$ cat config.mk
export PLATFORM = sky130hd
export DESIGN_NAME = flac_frame_header_parser_top_flat
export DESIGN_NICKNAME = d
export VERILOG_FILES = /design/src/design/ffhp_pkg.sv /design/src/design/ffhp_byte_if.sv /design/src/design/ffhp_result_if.sv /design/src/design/ffhp_in_stage.sv /design/src/design/ffhp_parser.sv /design/src/design/ffhp_out_stage.sv /design/src/design/flac_frame_header_parser_top.sv /design/src/flat_wrapper.sv
export VERILOG_INCLUDE_DIRS = /design/src /design/src/design
export SDC_FILE = /design/constraint.sdc
export NUM_CORES = 1
export LEC_CHECK = 0
export BUFFER_PORTS_ARGS = -buffer_cell sky130_fd_sc_hd__buf_2
export CAP_MARGIN = 25
export CORE_ASPECT_RATIO = 1.4
export CORE_MARGIN = 1
export CORE_UTILIZATION = 35
export DETAILED_ROUTE_END_ITERATION = 6
export PLACE_DENSITY = 0.48
export SYNTH_ARGS = -nofsm -noshare
export SYNTH_HDL_FRONTEND = slang
export SYNTH_SLANG_ARGS = --single-unit
$ cat constraint.sdc
create_clock -name clk_i -period 28.3 [get_ports clk_i]
set_input_delay 1.415 -clock clk_i [delete_from_list [all_inputs] [get_ports clk_i]]
set_output_delay 1.415 -clock clk_i [all_outputs]
set_load 0.01 [all_outputs]
$ cat src/design/assert_macros.svh
// Assertion macros used by the parser top level.
// Clocked on clk_i, disabled while rst_ni is low.
`ifndef ASSERT_MACROS_SVH
`define ASSERT_MACROS_SVH

// Check that an expression holds at every clock edge.
`define FFHP_ASSERT(label, expr, msg) \
  label: assert property (@(posedge clk_i) disable iff (!rst_ni) (expr)) else $error(msg);

// Check that a consequent holds in the cycle after its antecedent.
`define FFHP_ASSERT_NEXT(label, ante, cons, msg) \
  label: assert property (@(posedge clk_i) disable iff (!rst_ni) (ante) |=> (cons)) \
    else $error(msg);

`endif

$ cat src/design/ffhp_pkg.sv
// Types, codes and decode tables for the FLAC frame header parser.
// No dependencies; used by all parser modules and the top level.
package ffhp_pkg;

  localparam logic [7:0]  SyncByte     = 8'hFF;
  localparam logic [7:0]  Sync2Mask    = 8'hFC;
  localparam logic [7:0]  Sync2Value   = 8'hF8;
  localparam logic [7:0]  CrcPoly      = 8'h07;
  localparam int unsigned IndexMsb     = 31;
  localparam logic [3:0]  ChanMaxCode  = 4'd10;

  typedef enum logic [3:0] {
    ST_OK        = 4'd0,
    ST_SYNC      = 4'd1,
    ST_RESERVED  = 4'd2,
    ST_CHANNEL   = 4'd3,
    ST_DEPTH     = 4'd4,
    ST_CODED_NUM = 4'd5,
    ST_INDEX_BIG = 4'd6,
    ST_BLOCKSIZE = 4'd7,
    ST_RATE      = 4'd8,
    ST_CRC       = 4'd9
  } ffhp_status_e;

  typedef enum logic [8:0] {
    PH_IDLE    = 9'b000000001,
    PH_SYNC2   = 9'b000000010,
    PH_CODES   = 9'b000000100,
    PH_CHDEPTH = 9'b000001000,
    PH_NUMHEAD = 9'b000010000,
    PH_NUMCONT = 9'b000100000,
    PH_BLKEXT  = 9'b001000000,
    PH_RATEEXT = 9'b010000000,
    PH_CRC     = 9'b100000000
  } ffhp_phase_e;

  typedef struct packed {
    logic [7:0] header_byte;
    logic       start_of_header;
  } ffhp_item_t;

  typedef struct packed {
    ffhp_status_e status;
    logic         strategy_flag;
    logic [3:0]   channel_assignment;
    logic [3:0]   channel_count;
    logic [5:0]   sample_bits;
    logic [16:0]  samples_per_block;
    logic [19:0]  rate_hz;
    logic [35:0]  position;
  } ffhp_result_t;

  function automatic logic [7:0] crc8_byte(logic [7:0] crc, logic [7:0] b);
    logic [7:0] c;
    c = crc ^ b;
    for (int i = 0; i < 8; i++) begin
      c = c[7] ? ({c[6:0], 1'b0} ^ CrcPoly) : {c[6:0], 1'b0};
    end
    return c;
  endfunction

  function automatic logic [3:0] leading_ones(logic [7:0] b);
    logic [3:0] n;
    logic       run;
    n   = 4'd0;
    run = 1'b1;
    for (int i = 7; i >= 0; i--) begin
      run = run & b[i];
      if (run) n = n + 4'd1;
    end
    return n;
  endfunction

  function automatic logic [16:0] block_len_lut(logic [3:0] code);
    logic [16:0] s;
    s = '0;
    if (code == 4'd1) begin
      s = 17'd192;
    end else if (code >= 4'd2 && code <= 4'd5) begin
      s = 17'd576 << (code - 4'd2);
    end else if (code >= 4'd8) begin
      s = 17'd256 << (code - 4'd8);
    end
    return s;
  endfunction

  function automatic logic [19:0] rate_table(logic [3:0] code);
    logic [19:0] r;
    unique case (code)
      4'd1:    r = 20'd88200;
      4'd2:    r = 20'd176400;
      4'd3:    r = 20'd192000;
      4'd4:    r = 20'd8000;
      4'd5:    r = 20'd16000;
      4'd6:    r = 20'd22050;
      4'd7:    r = 20'd24000;
      4'd8:    r = 20'd32000;
      4'd9:    r = 20'd44100;
      4'd10:   r = 20'd48000;
      4'd11:   r = 20'd96000;
      default: r = 20'd0;
    endcase
    return r;
  endfunction

  function automatic logic [5:0] depth_table(logic [2:0] code);
    logic [5:0] d;
    unique case (code)
      3'd1:    d = 6'd8;
      3'd2:    d = 6'd12;
      3'd4:    d = 6'd16;
      3'd5:    d = 6'd20;
      3'd6:    d = 6'd24;
      default: d = 6'd0;
    endcase
    return d;
  endfunction

endpackage

$ cat src/design/ffhp_byte_if.sv
// Header byte channel: valid/ready handshake with byte and restart flag.
// Depends on nothing.
interface ffhp_byte_if;
  logic       valid;
  logic       ready;
  logic [7:0] header_byte;
  logic       start_of_header;

  modport source (output valid, output header_byte, output start_of_header, input ready);
  modport sink   (input valid, input header_byte, input start_of_header, output ready);
endinterface

$ cat src/design/ffhp_result_if.sv
// Parse result channel: valid/ready handshake with the decoded header fields.
// Depends on nothing.
interface ffhp_result_if;
  logic        valid;
  logic        ready;
  logic [3:0]  status;
  logic        strategy_flag;
  logic [3:0]  channel_assignment;
  logic [3:0]  channel_count;
  logic [5:0]  sample_bits;
  logic [16:0] samples_per_block;
  logic [19:0] rate_hz;
  logic [35:0] position;

  modport source (output valid, output status, output strategy_flag,
                  output channel_assignment, output channel_count, output sample_bits,
                  output samples_per_block, output rate_hz, output position, input ready);
  modport sink   (input valid, input status, input strategy_flag,
                  input channel_assignment, input channel_count, input sample_bits,
                  input samples_per_block, input rate_hz, input position, output ready);
endinterface

$ cat src/design/ffhp_in_stage.sv
// Input register for header bytes.
// Depends on ffhp_pkg.
module ffhp_in_stage (
  input  logic                clk_i,
  input  logic                rst_ni,
  input  logic                valid_i,
  output logic                ready_o,
  input  ffhp_pkg::ffhp_item_t item_i,
  input  logic                take_i,
  output logic                valid_o,
  output ffhp_pkg::ffhp_item_t item_o
);

  logic                 valid_q, valid_d;
  ffhp_pkg::ffhp_item_t item_q;

  // Free when empty or when the held byte moves on this cycle.
  assign ready_o = !valid_q || take_i;
  assign valid_d = (valid_i && ready_o) || (valid_q && !take_i);

  always_ff @(posedge clk_i or negedge rst_ni) begin
    if (!rst_ni) begin
      valid_q <= 1'b0;
    end else begin
      valid_q <= valid_d;
    end
  end

  always_ff @(posedge clk_i) begin
    if (valid_i && ready_o) begin
      item_q <= item_i;
    end
  end

  assign valid_o = valid_q;
  assign item_o  = item_q;

endmodule

$ cat src/design/ffhp_parser.sv
// Header state and per-byte decode: sync, codes, coded number, extensions, CRC-8.
// Depends on ffhp_pkg.
module ffhp_parser (
  input  logic                  clk_i,
  input  logic                  rst_ni,
  input  logic                  step_i,
  input  ffhp_pkg::ffhp_item_t  item_i,
  output logic                  res_valid_o,
  output ffhp_pkg::ffhp_result_t res_o
);

  ffhp_pkg::ffhp_phase_e phase_q, phase_d, ph;
  logic [2:0]  cont_q, cont_d;
  logic [35:0] acc_q, acc_d;
  logic [3:0]  blk_q, blk_d;
  logic [3:0]  rate_q, rate_d;
  logic [3:0]  chan_q, chan_d;
  logic [2:0]  depth_q, depth_d;
  logic        strat_q, strat_d;
  logic [15:0] ext_q, ext_d, ext_new;
  logic [7:0]  crc_q, crc_d;
  logic [16:0] samples_q, samples_d;

  logic [7:0]  b;
  logic [3:0]  ones;
  logic        err, num_done, blk_done;
  ffhp_pkg::ffhp_status_e err_code;
  logic [19:0] rate_out;

  assign b    = item_i.header_byte;
  assign ones = ffhp_pkg::leading_ones(b);

  always_comb begin
    priority if (rate_q == 4'd12) begin
      rate_out = {12'd0, ext_q[7:0]} * 20'd1000;
    end else if (rate_q == 4'd13) begin
      rate_out = {4'd0, ext_q};
    end else if (rate_q == 4'd14) begin
      rate_out = {4'd0, ext_q} * 20'd10;
    end else begin
      rate_out = ffhp_pkg::rate_table(rate_q);
    end
  end

  always_comb begin
    ph          = item_i.start_of_header ? ffhp_pkg::PH_IDLE : phase_q;
    phase_d     = ph;
    cont_d      = cont_q;
    acc_d       = acc_q;
    blk_d       = blk_q;
    rate_d      = rate_q;
    chan_d      = chan_q;
    depth_d     = depth_q;
    strat_d     = strat_q;
    ext_d       = ext_q;
    ext_new     = {ext_q[7:0], b};
    crc_d       = crc_q;
    samples_d   = samples_q;
    err         = 1'b0;
    err_code    = ffhp_pkg::ST_OK;
    num_done    = 1'b0;
    blk_done    = 1'b0;
    res_valid_o = 1'b0;
    res_o       = '0;

    if (ph != ffhp_pkg::PH_CRC) begin
      crc_d = ffhp_pkg::crc8_byte((ph == ffhp_pkg::PH_IDLE) ? 8'h00 : crc_q, b);
    end

    unique case (ph)
      ffhp_pkg::PH_IDLE: begin
        if (b != ffhp_pkg::SyncByte) begin
          err = 1'b1; err_code = ffhp_pkg::ST_SYNC;
        end else begin
          phase_d = ffhp_pkg::PH_SYNC2;
        end
      end
      ffhp_pkg::PH_SYNC2: begin
        if ((b & ffhp_pkg::Sync2Mask) != ffhp_pkg::Sync2Value) begin
          err = 1'b1; err_code = ffhp_pkg::ST_SYNC;
        end else if (b[1]) begin
          err = 1'b1; err_code = ffhp_pkg::ST_RESERVED;
        end else begin
          strat_d = b[0];
          phase_d = ffhp_pkg::PH_CODES;
        end
      end
      ffhp_pkg::PH_CODES: begin
        blk_d   = b[7:4];
        rate_d  = b[3:0];
        phase_d = ffhp_pkg::PH_CHDEPTH;
      end
      ffhp_pkg::PH_CHDEPTH: begin
        chan_d  = b[7:4];
        depth_d = b[3:1];
        if (b[7:4] > ffhp_pkg::ChanMaxCode) begin
          err = 1'b1; err_code = ffhp_pkg::ST_CHANNEL;
        end else if (b[3:1] == 3'd3 || b[3:1] == 3'd7) begin
          err = 1'b1; err_code = ffhp_pkg::ST_DEPTH;
        end else if (b[0]) begin
          err = 1'b1; err_code = ffhp_pkg::ST_RESERVED;
        end else begin
          phase_d = ffhp_pkg::PH_NUMHEAD;
        end
      end
      ffhp_pkg::PH_NUMHEAD: begin
        if (ones == 4'd0) begin
          acc_d    = {28'd0, b};
          num_done = 1'b1;
        end else if (ones == 4'd1 || ones == 4'd8) begin
          err = 1'b1; err_code = ffhp_pkg::ST_CODED_NUM;
        end else begin
          acc_d   = {28'd0, b & (8'h7F >> ones)};
          cont_d  = ones[2:0] - 3'd1;
          phase_d = ffhp_pkg::PH_NUMCONT;
        end
      end
      ffhp_pkg::PH_NUMCONT: begin
        if (b[7:6] != 2'b10) begin
          err = 1'b1; err_code = ffhp_pkg::ST_CODED_NUM;
        end else begin
          acc_d  = {acc_q[29:0], b[5:0]};
          cont_d = cont_q - 3'd1;
          if (cont_q == 3'd1) num_done = 1'b1;
        end
      end
      ffhp_pkg::PH_BLKEXT: begin
        ext_d  = ext_new;
        cont_d = cont_q - 3'd1;
        if (cont_q == 3'd1) begin
          samples_d = {1'b0, ext_new} + 17'd1;
          blk_done  = 1'b1;
        end
      end
      ffhp_pkg::PH_RATEEXT: begin
        ext_d  = ext_new;
        cont_d = cont_q - 3'd1;
        if (cont_q == 3'd1) phase_d = ffhp_pkg::PH_CRC;
      end
      ffhp_pkg::PH_CRC: begin
        if (b != crc_q) begin
          err = 1'b1; err_code = ffhp_pkg::ST_CRC;
        end else begin
          res_valid_o              = 1'b1;
          res_o.status             = ffhp_pkg::ST_OK;
          res_o.strategy_flag      = strat_q;
          res_o.channel_assignment = chan_q;
          res_o.channel_count      = (chan_q < 4'd8) ? chan_q + 4'd1 : 4'd2;
          res_o.sample_bits        = ffhp_pkg::depth_table(depth_q);
          res_o.samples_per_block  = samples_q;
          res_o.rate_hz            = rate_out;
          res_o.position           = acc_q;
          phase_d                  = ffhp_pkg::PH_IDLE;
        end
      end
      default: begin
        phase_d = ffhp_pkg::PH_IDLE;
      end
    endcase

    // Coded number complete: range and block-code checks, then block size or its extension.
    if (num_done) begin
      if (!strat_q && acc_d[35:ffhp_pkg::IndexMsb] != '0) begin
        err = 1'b1; err_code = ffhp_pkg::ST_INDEX_BIG;
      end else if (blk_q == 4'd0) begin
        err = 1'b1; err_code = ffhp_pkg::ST_BLOCKSIZE;
      end else begin
        ext_d = '0;
        if (blk_q == 4'd6) begin
          cont_d  = 3'd1;
          phase_d = ffhp_pkg::PH_BLKEXT;
        end else if (blk_q == 4'd7) begin
          cont_d  = 3'd2;
          phase_d = ffhp_pkg::PH_BLKEXT;
        end else begin
          samples_d = ffhp_pkg::block_len_lut(blk_q);
          blk_done  = 1'b1;
        end
      end
    end

    // Block size known: rate check, then rate extension or the CRC byte.
    if (blk_done) begin
      if (rate_q == 4'd15) begin
        err = 1'b1; err_code = ffhp_pkg::ST_RATE;
      end else begin
        ext_d = '0;
        if (rate_q == 4'd12) begin
          cont_d  = 3'd1;
          phase_d = ffhp_pkg::PH_RATEEXT;
        end else if (rate_q == 4'd13 || rate_q == 4'd14) begin
          cont_d  = 3'd2;
          phase_d = ffhp_pkg::PH_RATEEXT;
        end else begin
          phase_d = ffhp_pkg::PH_CRC;
        end
      end
    end

    if (err) begin
      phase_d      = ffhp_pkg::PH_IDLE;
      res_valid_o  = 1'b1;
      res_o        = '0;
      res_o.status = err_code;
    end
  end

  always_ff @(posedge clk_i or negedge rst_ni) begin
    if (!rst_ni) begin
      phase_q   <= ffhp_pkg::PH_IDLE;
      cont_q    <= '0;
      acc_q     <= '0;
      blk_q     <= '0;
      rate_q    <= '0;
      chan_q    <= '0;
      depth_q   <= '0;
      strat_q   <= 1'b0;
      ext_q     <= '0;
      crc_q     <= '0;
      samples_q <= '0;
    end else if (step_i) begin
      phase_q   <= phase_d;
      cont_q    <= cont_d;
      acc_q     <= acc_d;
      blk_q     <= blk_d;
      rate_q    <= rate_d;
      chan_q    <= chan_d;
      depth_q   <= depth_d;
      strat_q   <= strat_d;
      ext_q     <= ext_d;
      crc_q     <= crc_d;
      samples_q <= samples_d;
    end
  end

endmodule

$ cat src/design/ffhp_out_stage.sv
// Result register in front of the result channel.
// Depends on ffhp_pkg.
module ffhp_out_stage (
  input  logic                   clk_i,
  input  logic                   rst_ni,
  input  logic                   load_i,
  input  ffhp_pkg::ffhp_result_t res_i,
  output logic                   free_o,
  output logic                   valid_o,
  input  logic                   ready_i,
  output ffhp_pkg::ffhp_result_t res_o
);

  logic                   valid_q;
  ffhp_pkg::ffhp_result_t res_q;

  assign free_o = !valid_q || ready_i;

  always_ff @(posedge clk_i or negedge rst_ni) begin
    if (!rst_ni) begin
      valid_q <= 1'b0;
    end else if (load_i) begin
      valid_q <= 1'b1;
    end else if (ready_i) begin
      valid_q <= 1'b0;
    end
  end

  always_ff @(posedge clk_i) begin
    if (load_i) begin
      res_q <= res_i;
    end
  end

  assign valid_o = valid_q;
  assign res_o   = res_q;

endmodule

$ cat src/design/flac_frame_header_parser_top.sv
// FLAC frame header parser, top level.
// Channels: byte_i carries one header byte per transaction plus a restart
// flag (start_of_header) that abandons any header in progress; result_o
// carries one parse result per header: status and decoded fields.
// A result appears when the header ends (CRC byte) or at the first error;
// on an error all fields but status read zero. Bytes after a result start
// a new header whatever the restart flag says.
// Flow: a byte is decoded combinationally straight out of the input register,
// and its result (if any) loads into the result register at the edge where
// the byte advances; the result is then offered from that register.
// Throughput: one byte per cycle while no result waits on result_o.ready, set by the single decode stage.
// Reset: both registers empty, parser waits for the first sync byte.
// Stall: while a result waits on result_o.ready, the next byte is held in
// the input register and byte_i.ready drops once that register is full.
// Depends on ffhp_pkg, ffhp_byte_if, ffhp_result_if and assert_macros.svh.
`include "assert_macros.svh"
module flac_frame_header_parser_top (
  input  logic          clk_i,
  input  logic          rst_ni,
  ffhp_byte_if.sink     byte_i,
  ffhp_result_if.source result_o
);

  ffhp_pkg::ffhp_item_t   in_item, item;
  ffhp_pkg::ffhp_result_t res, res_out;
  logic item_valid, out_free, step, res_valid;

  assign in_item.header_byte     = byte_i.header_byte;
  assign in_item.start_of_header = byte_i.start_of_header;

  // Advance a byte only when the result register can take what it yields.
  assign step = item_valid && out_free;

  ffhp_in_stage u_in (
    .clk_i   (clk_i),
    .rst_ni  (rst_ni),
    .valid_i (byte_i.valid),
    .ready_o (byte_i.ready),
    .item_i  (in_item),
    .take_i  (step),
    .valid_o (item_valid),
    .item_o  (item)
  );

  ffhp_parser u_parser (
    .clk_i       (clk_i),
    .rst_ni      (rst_ni),
    .step_i      (step),
    .item_i      (item),
    .res_valid_o (res_valid),
    .res_o       (res)
  );

  ffhp_out_stage u_out (
    .clk_i   (clk_i),
    .rst_ni  (rst_ni),
    .load_i  (step && res_valid),
    .res_i   (res),
    .free_o  (out_free),
    .valid_o (result_o.valid),
    .ready_i (result_o.ready),
    .res_o   (res_out)
  );

  assign result_o.status             = res_out.status;
  assign result_o.strategy_flag      = res_out.strategy_flag;
  assign result_o.channel_assignment = res_out.channel_assignment;
  assign result_o.channel_count      = res_out.channel_count;
  assign result_o.sample_bits        = res_out.sample_bits;
  assign result_o.samples_per_block  = res_out.samples_per_block;
  assign result_o.rate_hz            = res_out.rate_hz;
  assign result_o.position           = res_out.position;

  `FFHP_ASSERT_NEXT(a_result_registered, step && res_valid, result_o.valid,
    "decoded result not presented on the result channel")

  `FFHP_ASSERT(a_error_fields_zero,
    !(result_o.valid && result_o.status != ffhp_pkg::ST_OK) ||
    (result_o.channel_count == '0 && result_o.samples_per_block == '0 &&
     result_o.rate_hz == '0 && result_o.position == '0),
    "error result carries non-zero fields")

  `FFHP_ASSERT(a_ok_fields_sane,
    !(result_o.valid && result_o.status == ffhp_pkg::ST_OK) ||
    (result_o.channel_count != '0 && result_o.samples_per_block != '0),
    "good header result with empty channel count or block size")

endmodule
$ cat src/flat_wrapper.sv
// flat-port wrapper written by rule: the top's interface ports become plain ports
module flac_frame_header_parser_top_flat 
  (clk_i, rst_ni, byte_i_valid, byte_i_header_byte, byte_i_start_of_header, byte_i_ready, result_o_valid, result_o_status, result_o_strategy_flag, result_o_channel_assignment, result_o_channel_count, result_o_sample_bits, result_o_samples_per_block, result_o_rate_hz, result_o_position, result_o_ready);
  ffhp_byte_if byte_i_i ();
  ffhp_result_if result_o_i ();
  input  logic clk_i;
  input  logic rst_ni;
  input wire logic [$bits(byte_i_i.valid)-1:0] byte_i_valid;
  input wire logic [$bits(byte_i_i.header_byte)-1:0] byte_i_header_byte;
  input wire logic [$bits(byte_i_i.start_of_header)-1:0] byte_i_start_of_header;
  output wire logic [$bits(byte_i_i.ready)-1:0] byte_i_ready;
  output wire logic [$bits(result_o_i.valid)-1:0] result_o_valid;
  output wire logic [$bits(result_o_i.status)-1:0] result_o_status;
  output wire logic [$bits(result_o_i.strategy_flag)-1:0] result_o_strategy_flag;
  output wire logic [$bits(result_o_i.channel_assignment)-1:0] result_o_channel_assignment;
  output wire logic [$bits(result_o_i.channel_count)-1:0] result_o_channel_count;
  output wire logic [$bits(result_o_i.sample_bits)-1:0] result_o_sample_bits;
  output wire logic [$bits(result_o_i.samples_per_block)-1:0] result_o_samples_per_block;
  output wire logic [$bits(result_o_i.rate_hz)-1:0] result_o_rate_hz;
  output wire logic [$bits(result_o_i.position)-1:0] result_o_position;
  input wire logic [$bits(result_o_i.ready)-1:0] result_o_ready;
  assign byte_i_i.valid = byte_i_valid;
  assign byte_i_i.header_byte = byte_i_header_byte;
  assign byte_i_i.start_of_header = byte_i_start_of_header;
  assign byte_i_ready = byte_i_i.ready;
  assign result_o_valid = result_o_i.valid;
  assign result_o_status = result_o_i.status;
  assign result_o_strategy_flag = result_o_i.strategy_flag;
  assign result_o_channel_assignment = result_o_i.channel_assignment;
  assign result_o_channel_count = result_o_i.channel_count;
  assign result_o_sample_bits = result_o_i.sample_bits;
  assign result_o_samples_per_block = result_o_i.samples_per_block;
  assign result_o_rate_hz = result_o_i.rate_hz;
  assign result_o_position = result_o_i.position;
  assign result_o_i.ready = result_o_ready;
  flac_frame_header_parser_top u_core (.clk_i(clk_i), .rst_ni(rst_ni), .byte_i(byte_i_i), .result_o(result_o_i));
endmodule
Word level (Yosys, flattened, before mapping). Memories as Yosys holds them, arrays and structs flattened. Index checks and enable logic that the tools add are counted.

Reduce and logical (&&, ||, !) cells: 32. Mux-type cells: 127. $lt $le $gt $ge: 5. Bitwise gates (word level): 21. Equal/unequal tests: 33. Shifts and indexed selects: 3. Add/subtract/negate cells: 13. Multiply operators: 2.

Operator list (count): $mux W9 (21); $mux W88 (2); $mux W17 (10); $mux W36 (3); $mux W16 (6); $mux W92 (1); $mux W3 (25); $pmux W36 S2 (1); $pmux W9 S8 (1); $mux W20 (3); $mux W4 (14); $add A4 B1 Y4 const B (8); $mux W1 (31); $pmux W5 S5 (1); $not A3 Y3 (8); $pmux W4 S6 (1); $eq A4 B4 Y1 const B (5); $mul A16 B3 Y19 const B (1); $add A16 B1 Y17 const B (1); $shl A10 B4 Y17 const A (1); $shl A9 B4 Y17 const A (1); $mul A8 B7 Y15 const B (1); $eq A3 B3 Y1 const B (4); $eq A9 B1 Y1 const B (1); other kinds (48) (85).

Output and inout bits: 94. Memories: 1. Memory bits (read-only): 272. Word-level logic and storage cells: 264. Input bits: 13. Register bits: 208.

Memory list: (no name shown) (depth 16, width 17, read ports 1, clocked after Yosys merged registers in 0, wr ports 0, line ffhp_pkg.sv:89) `unique case (code)`.

Longest topological paths before layout.
Depth in word-level cells: 29. Gate-level depth with buffers: 27. Depth with buffers taken out: 26.

Cells and area by module. From an unflattened synthesis, not the netlist that was laid out.

Cells, all modules: 1305. Area total of the unflattened synthesis: 13178.9 µm².

Modules (own cells, without submodules): ffhp_parser (area an instance 10032.1 µm², cells an instance 1195, times used 1); ffhp_out_stage (area an instance 2810.2 µm², cells an instance 95, times used 1); ffhp_in_stage (area an instance 324.1 µm², cells an instance 13, times used 1); flac_frame_header_parser_top (area an instance 12.5 µm², cells an instance 2, times used 1).

Least setup slack after synthesis. Ideal clock, no wire load.

Path type: reg-to-reg. Start: register u_core.u_in.item_q (netlist bit u_core.u_in.item_o[6]). End: register u_core.u_out.res_q (netlist bit u_core.u_out.res_o[0]), enable pin. Period minus slack after synthesis: 9433 ps. Stages on the path, launching flop included: 28. Arrival: 8895 ps. Path buffers: 1. Slack: 18867 ps. Required time: 27762 ps. Cell sequence: edfxtp_1 > buf_1 > inv_1 > a21boi_0 > ha_1 > nor2_1 > nor2_1 > ha_1 > mux2i_4 > a31oi_1 > ha_1 > mux2i_1 > nor2_1 > a21o_1 > ha_1 > mux2_2 > ha_1 > mux2i_1 > ha_1 > nor2b_1 > mux2i_1 > mux2i_1 > nand4b_2 > a31oi_4 > a211oi_2 > nand3_1 > nor2_1 > nor2_1.

Word-level cells in the longest chain between the ends: 25. Elaborated cells on any way between the ends: 50. Those cells by class: add/sub: 5; order compare: 1; eq/ne: 5; mux: 28; bitwise: 6; reduce/logical: 5.

RTL lines: start, declared (line ffhp_in_stage.sv:15) `ffhp_pkg::ffhp_item_t item_q;`; start signal, assigned (line ffhp_in_stage.sv:31) `item_q <= item_i;`; $and A1 B1 Y1 (line ffhp_pkg.sv:68) `run = run & b[i];`; $mux W4 (line ffhp_pkg.sv:69) `if (run) n = n + 4'd1;`; $add A4 B1 Y4 (line ffhp_pkg.sv:69); $mux W4 (line ffhp_pkg.sv:69); $add A4 B1 Y4 (line ffhp_pkg.sv:69); $mux W4 (line ffhp_pkg.sv:69); $add A4 B1 Y4 (line ffhp_pkg.sv:69); $mux W4 (line ffhp_pkg.sv:69); [... 10 more ...]; $logic_and A1 B1 Y1 (line ffhp_parser.sv:163) `if (!strat_q && acc_d[35:ffhp_pkg::IndexMsb] != '0) begin`; $mux W1 (line ffhp_parser.sv:163); $mux W1 (line ffhp_parser.sv:162) `if (num_done) begin`; $mux W1 (line ffhp_parser.sv:184) `if (rate_q == 4'd15) begin`; $mux W1 (line ffhp_parser.sv:183) `if (blk_done) begin`; $mux W1 (*) (line ffhp_parser.sv:200) `if (err) begin`; $logic_and A1 B1 Y1 (*) (line flac_frame_header_parser_top.sv:57) `.load_i (step && res_valid),`; net u_core.u_out.load_i (line ffhp_out_stage.sv:6) `input logic load_i,`; end signal, assigned (line ffhp_out_stage.sv:31) `res_q <= res_i;`; end, declared (line ffhp_out_stage.sv:15) `ffhp_pkg::ffhp_result_t res_q;`.

The timed path passes the listed nets; every way through them passes the cells marked *. The select of a mux whose other input is x is not followed. A chain may end at the register's enable or synchronous reset.

Worst setup path after layout.
Start: register u_core.u_in.item_q (netlist bit u_core.u_in.item_o[6]). End: register u_core.u_out.res_q (netlist bit u_core.u_out.res_o[88]), enable pin.

The elaborated chain is that of the path after synthesis.

==> results_dict.tcl <==
set metrics [dict create \
    slowest_delay_ns 0.79 \
    ctsHoldBuffers 0 \
    path_max_fanout 56 \
    rows 83 \
    fin_area_um2 14700 \
    port_buffers 103 \
    final_antenna_net_count 0 \
    rsz0062_at_grt "false" \
    synthFlopType "dfrtp_1" \
    ys_types 101 \
    finalCritPeriodShare 0.266 \
    die_h_um 230 \
    fmax_mhz 133 \
    p_comb_frac 0.106 \
    syn_to_final_growth_pct 12.9 \
    startpoint_type "flop" \
    synthArstFlopShare 0.522 \
    yosysSeqAreaShare 0.431 \
    grt_first_pass_wirelength_um 57400 \
    clock_skew_ns 0.0147 \
    tns_ns 0 \
    p_clk_frac 0.416 \
    drt-vias-per-instance 5.35 \
    first_pass_iters 5 \
    yosys.area.top_type "edfxtp_1" \
    layout_commonest_cell "nand2_1" \
    crit_family "adder cells" \
    relSlewSlack 0.356 \
    overflow 0 \
    finalHoldViolCount 0 \
    crit_slowest_cell "edfxtp_1" \
    p_int_w 0.000536 \
    cts_tree "done" \
    dp_hpwl_um 26500 \
    antenna_cells 0 \
    worst_pin_slew_ns 0.966 \
    ir_worst_vdd_uv 40.5 \
    cts_htree_levels 1 \
    antenna_found_initial 0 \
    fillers 3642 \
    die-area_um2 38100 \
    numCtsBuffers 22 \
    postSynthCellCount 1281 \
    placeableCoreArea_um2 36700 \
    cts.sinks 205 \
    cp_data_arrival_time_ns 7.68 \
    clockRootBuffer "clkbuf_16" \
    cts-resized-gates 0 \
    critPathBufInv 3 \
    placed_area_um2 14000 \
    crit_path_end_kind "flop" \
    avgRoutedWirePerCell_um 20.0 \
    clk_latency_ns 0.52 \
    clockBufferDepth 3 \
    status "finished, final reports clean" \
    die_x_um 165 \
    p_seq_frac 0.479 \
    switching_share 0.255 \
    via_count 9836 \
    totalWireLength_um 36700 \
    start_util 0.356 \
    synth_area_um2 13100 \
    final_cell_mix "nand2_1 (133), dfrtp_1 (106), buf_2 (102)" \
    required_ns 28.44 \
    ios 107 \
    clk_pin_slew_ns 0.06 \
    synth.avg_cell_area_um2 10.2 \
    cp_common_cell "ha_1" \
    p_leak_nw 6.42 \
    drc_errors 0 \
    cellPowerDensity_nw_per_um2 48.8 \
    synth_top_area_frac 0.226 \
    p_sw_w 0.000183 \
    final_net_count 1477 \
    synth_seq_cells 205 \
    cap_violations 0 \
    drt-initial-drc-count 803 \
    hold_path_class "reg2reg" \
    synth_edf_count 98 \
    grt_pass1_vias 9919 \
    yosys_warnings 0 \
    drv_slew 0 \
    critPathKind "reg2reg" \
    setup_viol 0 \
    fin_crit_ns 7.54 \
    routabilityCongestion 0.907 \
    postCtsSetupRepairBufs 0 \
    grt_max_degree 68 \
    post_route_cells_drive_above_1_share 0.159 \
    grt_use_total 0.196 \
    synth_area_leaders "edfxtp_1 (23%), dfrtp_1 (20%), ha_1 (8.3%), nand2_1 (3.8%), fa_1 (3.5%)" \
]
## path summary, 6_finish.rpt
check	cells after the start	endpoint	slack [ns]	startpoint
setup / recovery	26	u_core.u_out.res_o[88]	20.76	u_core.u_in.item_o[6]
hold / removal	2	u_core.u_parser.samples_q[0]	0.47	u_core.u_parser.samples_q[0]
setup reg to reg	26	u_core.u_out.res_o[88]	20.76	u_core.u_in.item_o[6]
hold reg to reg	2	u_core.u_parser.samples_q[0]	0.47	u_core.u_parser.samples_q[0]
max in group asynchronous	2	u_core.u_parser.acc_q[4]	26.15	rst_ni
min in group asynchronous	1	u_core.u_parser.samples_q[10]	1.00	rst_ni
## area by class of cell
type	count	area, um^2	share of cell area
Inverter	53	199	0.0135
Clock buffer	26	587	0.0398
Sequential cell	205	5620	0.382
Clock inverter	14	158	0.0107
Multi-Input combinational cell	954	6940	0.471
Tap cell	467	584	0.0397
Timing Repair Buffer	118	643	0.0437
## layer usage
layer,global-route usage,vias to the layer above,share of wire
li1,-,4772,-
met1,0.238,4783,0.42
met2,0.355,229,0.51
met3,0.0207,52,0.038
met4,0.0668,0,0.028
met5,0,-,0
## flip-flops by register name, summed over array words and instances, names as in the netlist
signal	cells
u_core.u_in.item_o	9
u_core.u_in.valid_o	1
u_core.u_out.res_o	89
u_core.u_out.valid_o	1
u_core.u_parser.acc_q	36
u_core.u_parser.blk_q	4
u_core.u_parser.chan_q	4
u_core.u_parser.cont_q	3
u_core.u_parser.crc_q	8
u_core.u_parser.depth_q	3
u_core.u_parser.ext_q	16
u_core.u_parser.phase_q	9
u_core.u_parser.rate_q	4
u_core.u_parser.samples_q	17
u_core.u_parser.strat_q	1
## cell families (layout without fill, tap and decap cells)
family,after synthesis,after routing,synth area share
other,1,3,0.000287
xor gates and xnor gates,74,74,0.0497
DFF,205,205,0.431
and+or+nand+nor,416,416,0.164
buffers and inverters,124,211,0.0394
muxes,31,31,0.0293
adders and majority gates,110,110,0.119
AOI/OAI and AO/OA,320,320,0.168
## worst register-to-register path, stage by stage, from the launching register on
cell and delay, ns:
edfxtp_1 0.79, inv_1 0.19, a21boi_0 0.22, ha_1 0.30, nor2_1 0.12, nor2_1 0.07
ha_1 0.32, mux2i_4 0.26, a31oi_1 0.15, ha_1 0.33, mux2i_1 0.13, nor2_1 0.05
a21o_1 0.18, ha_1 0.32, mux2_2 0.29, ha_1 0.27, mux2i_1 0.37, ha_1 0.42
o41ai_4 0.16, o31ai_2 0.50, o211a_1 0.29, o21ai_0 0.09, nand3_1 0.16, nor2_1 0.10
nor2_4 0.17, buf_12 0.22, buf_4 0.62
## cells in the mapped netlist, types with 9 or more instances
| cell type | n |
|---|---|
| dfrtp_1 | 106 |
| mux2i_1 | 9 |
| inv_1 | 52 |
| xor2_1 | 27 |
| a21oi_1 | 64 |
| nor3_1 | 36 |
| and3_1 | 9 |
| nor2_1 | 74 |
| o21ai_0 | 85 |
| fa_1 | 23 |
| nand3_1 | 25 |
| o22ai_1 | 15 |
| nand2b_1 | 11 |
| ha_1 | 87 |
| clkbuf_1 | 52 |
| o31ai_1 | 10 |
| nor2b_1 | 11 |
| and2_1 | 63 |
| a22o_1 | 32 |
| xnor2_1 | 47 |
| nand2_1 | 133 |
| mux2_2 | 14 |
| a31oi_1 | 13 |
| edfxtp_1 | 98 |
## metrics by stage
step	util	hold slack, ns	total power [W]	setup WS (ns)	instances
after floorplan	-	0.440	0.000401	18.87	1283
after global placement	0.381	0.452	0.000425	20.43	1796
after detailed placement	0.381	0.460	0.000426	20.29	1796
after CTS	0.401	0.474	0.000732	20.22	1836
after global routing	0.402	0.502	0.000752	20.20	1837
final	0.402	0.468	0.000719	20.76	1837
## power groups by stage
stage | Sequential [W] | Clock, W | Combinational (W)
3_5_place_dp | 0.000350 | 0 | 0.0000759
5_1_grt | 0.000346 | 0.000321 | 0.0000851
3_3_place_gp | 0.000350 | 0 | 0.0000753
4_1_cts | 0.000344 | 0.000311 | 0.0000766
6_report | 0.000344 | 0.000299 | 0.0000762
2_1_floorplan | 0.000346 | 0 | 0.0000554
(Power assumes the default switching activity.)
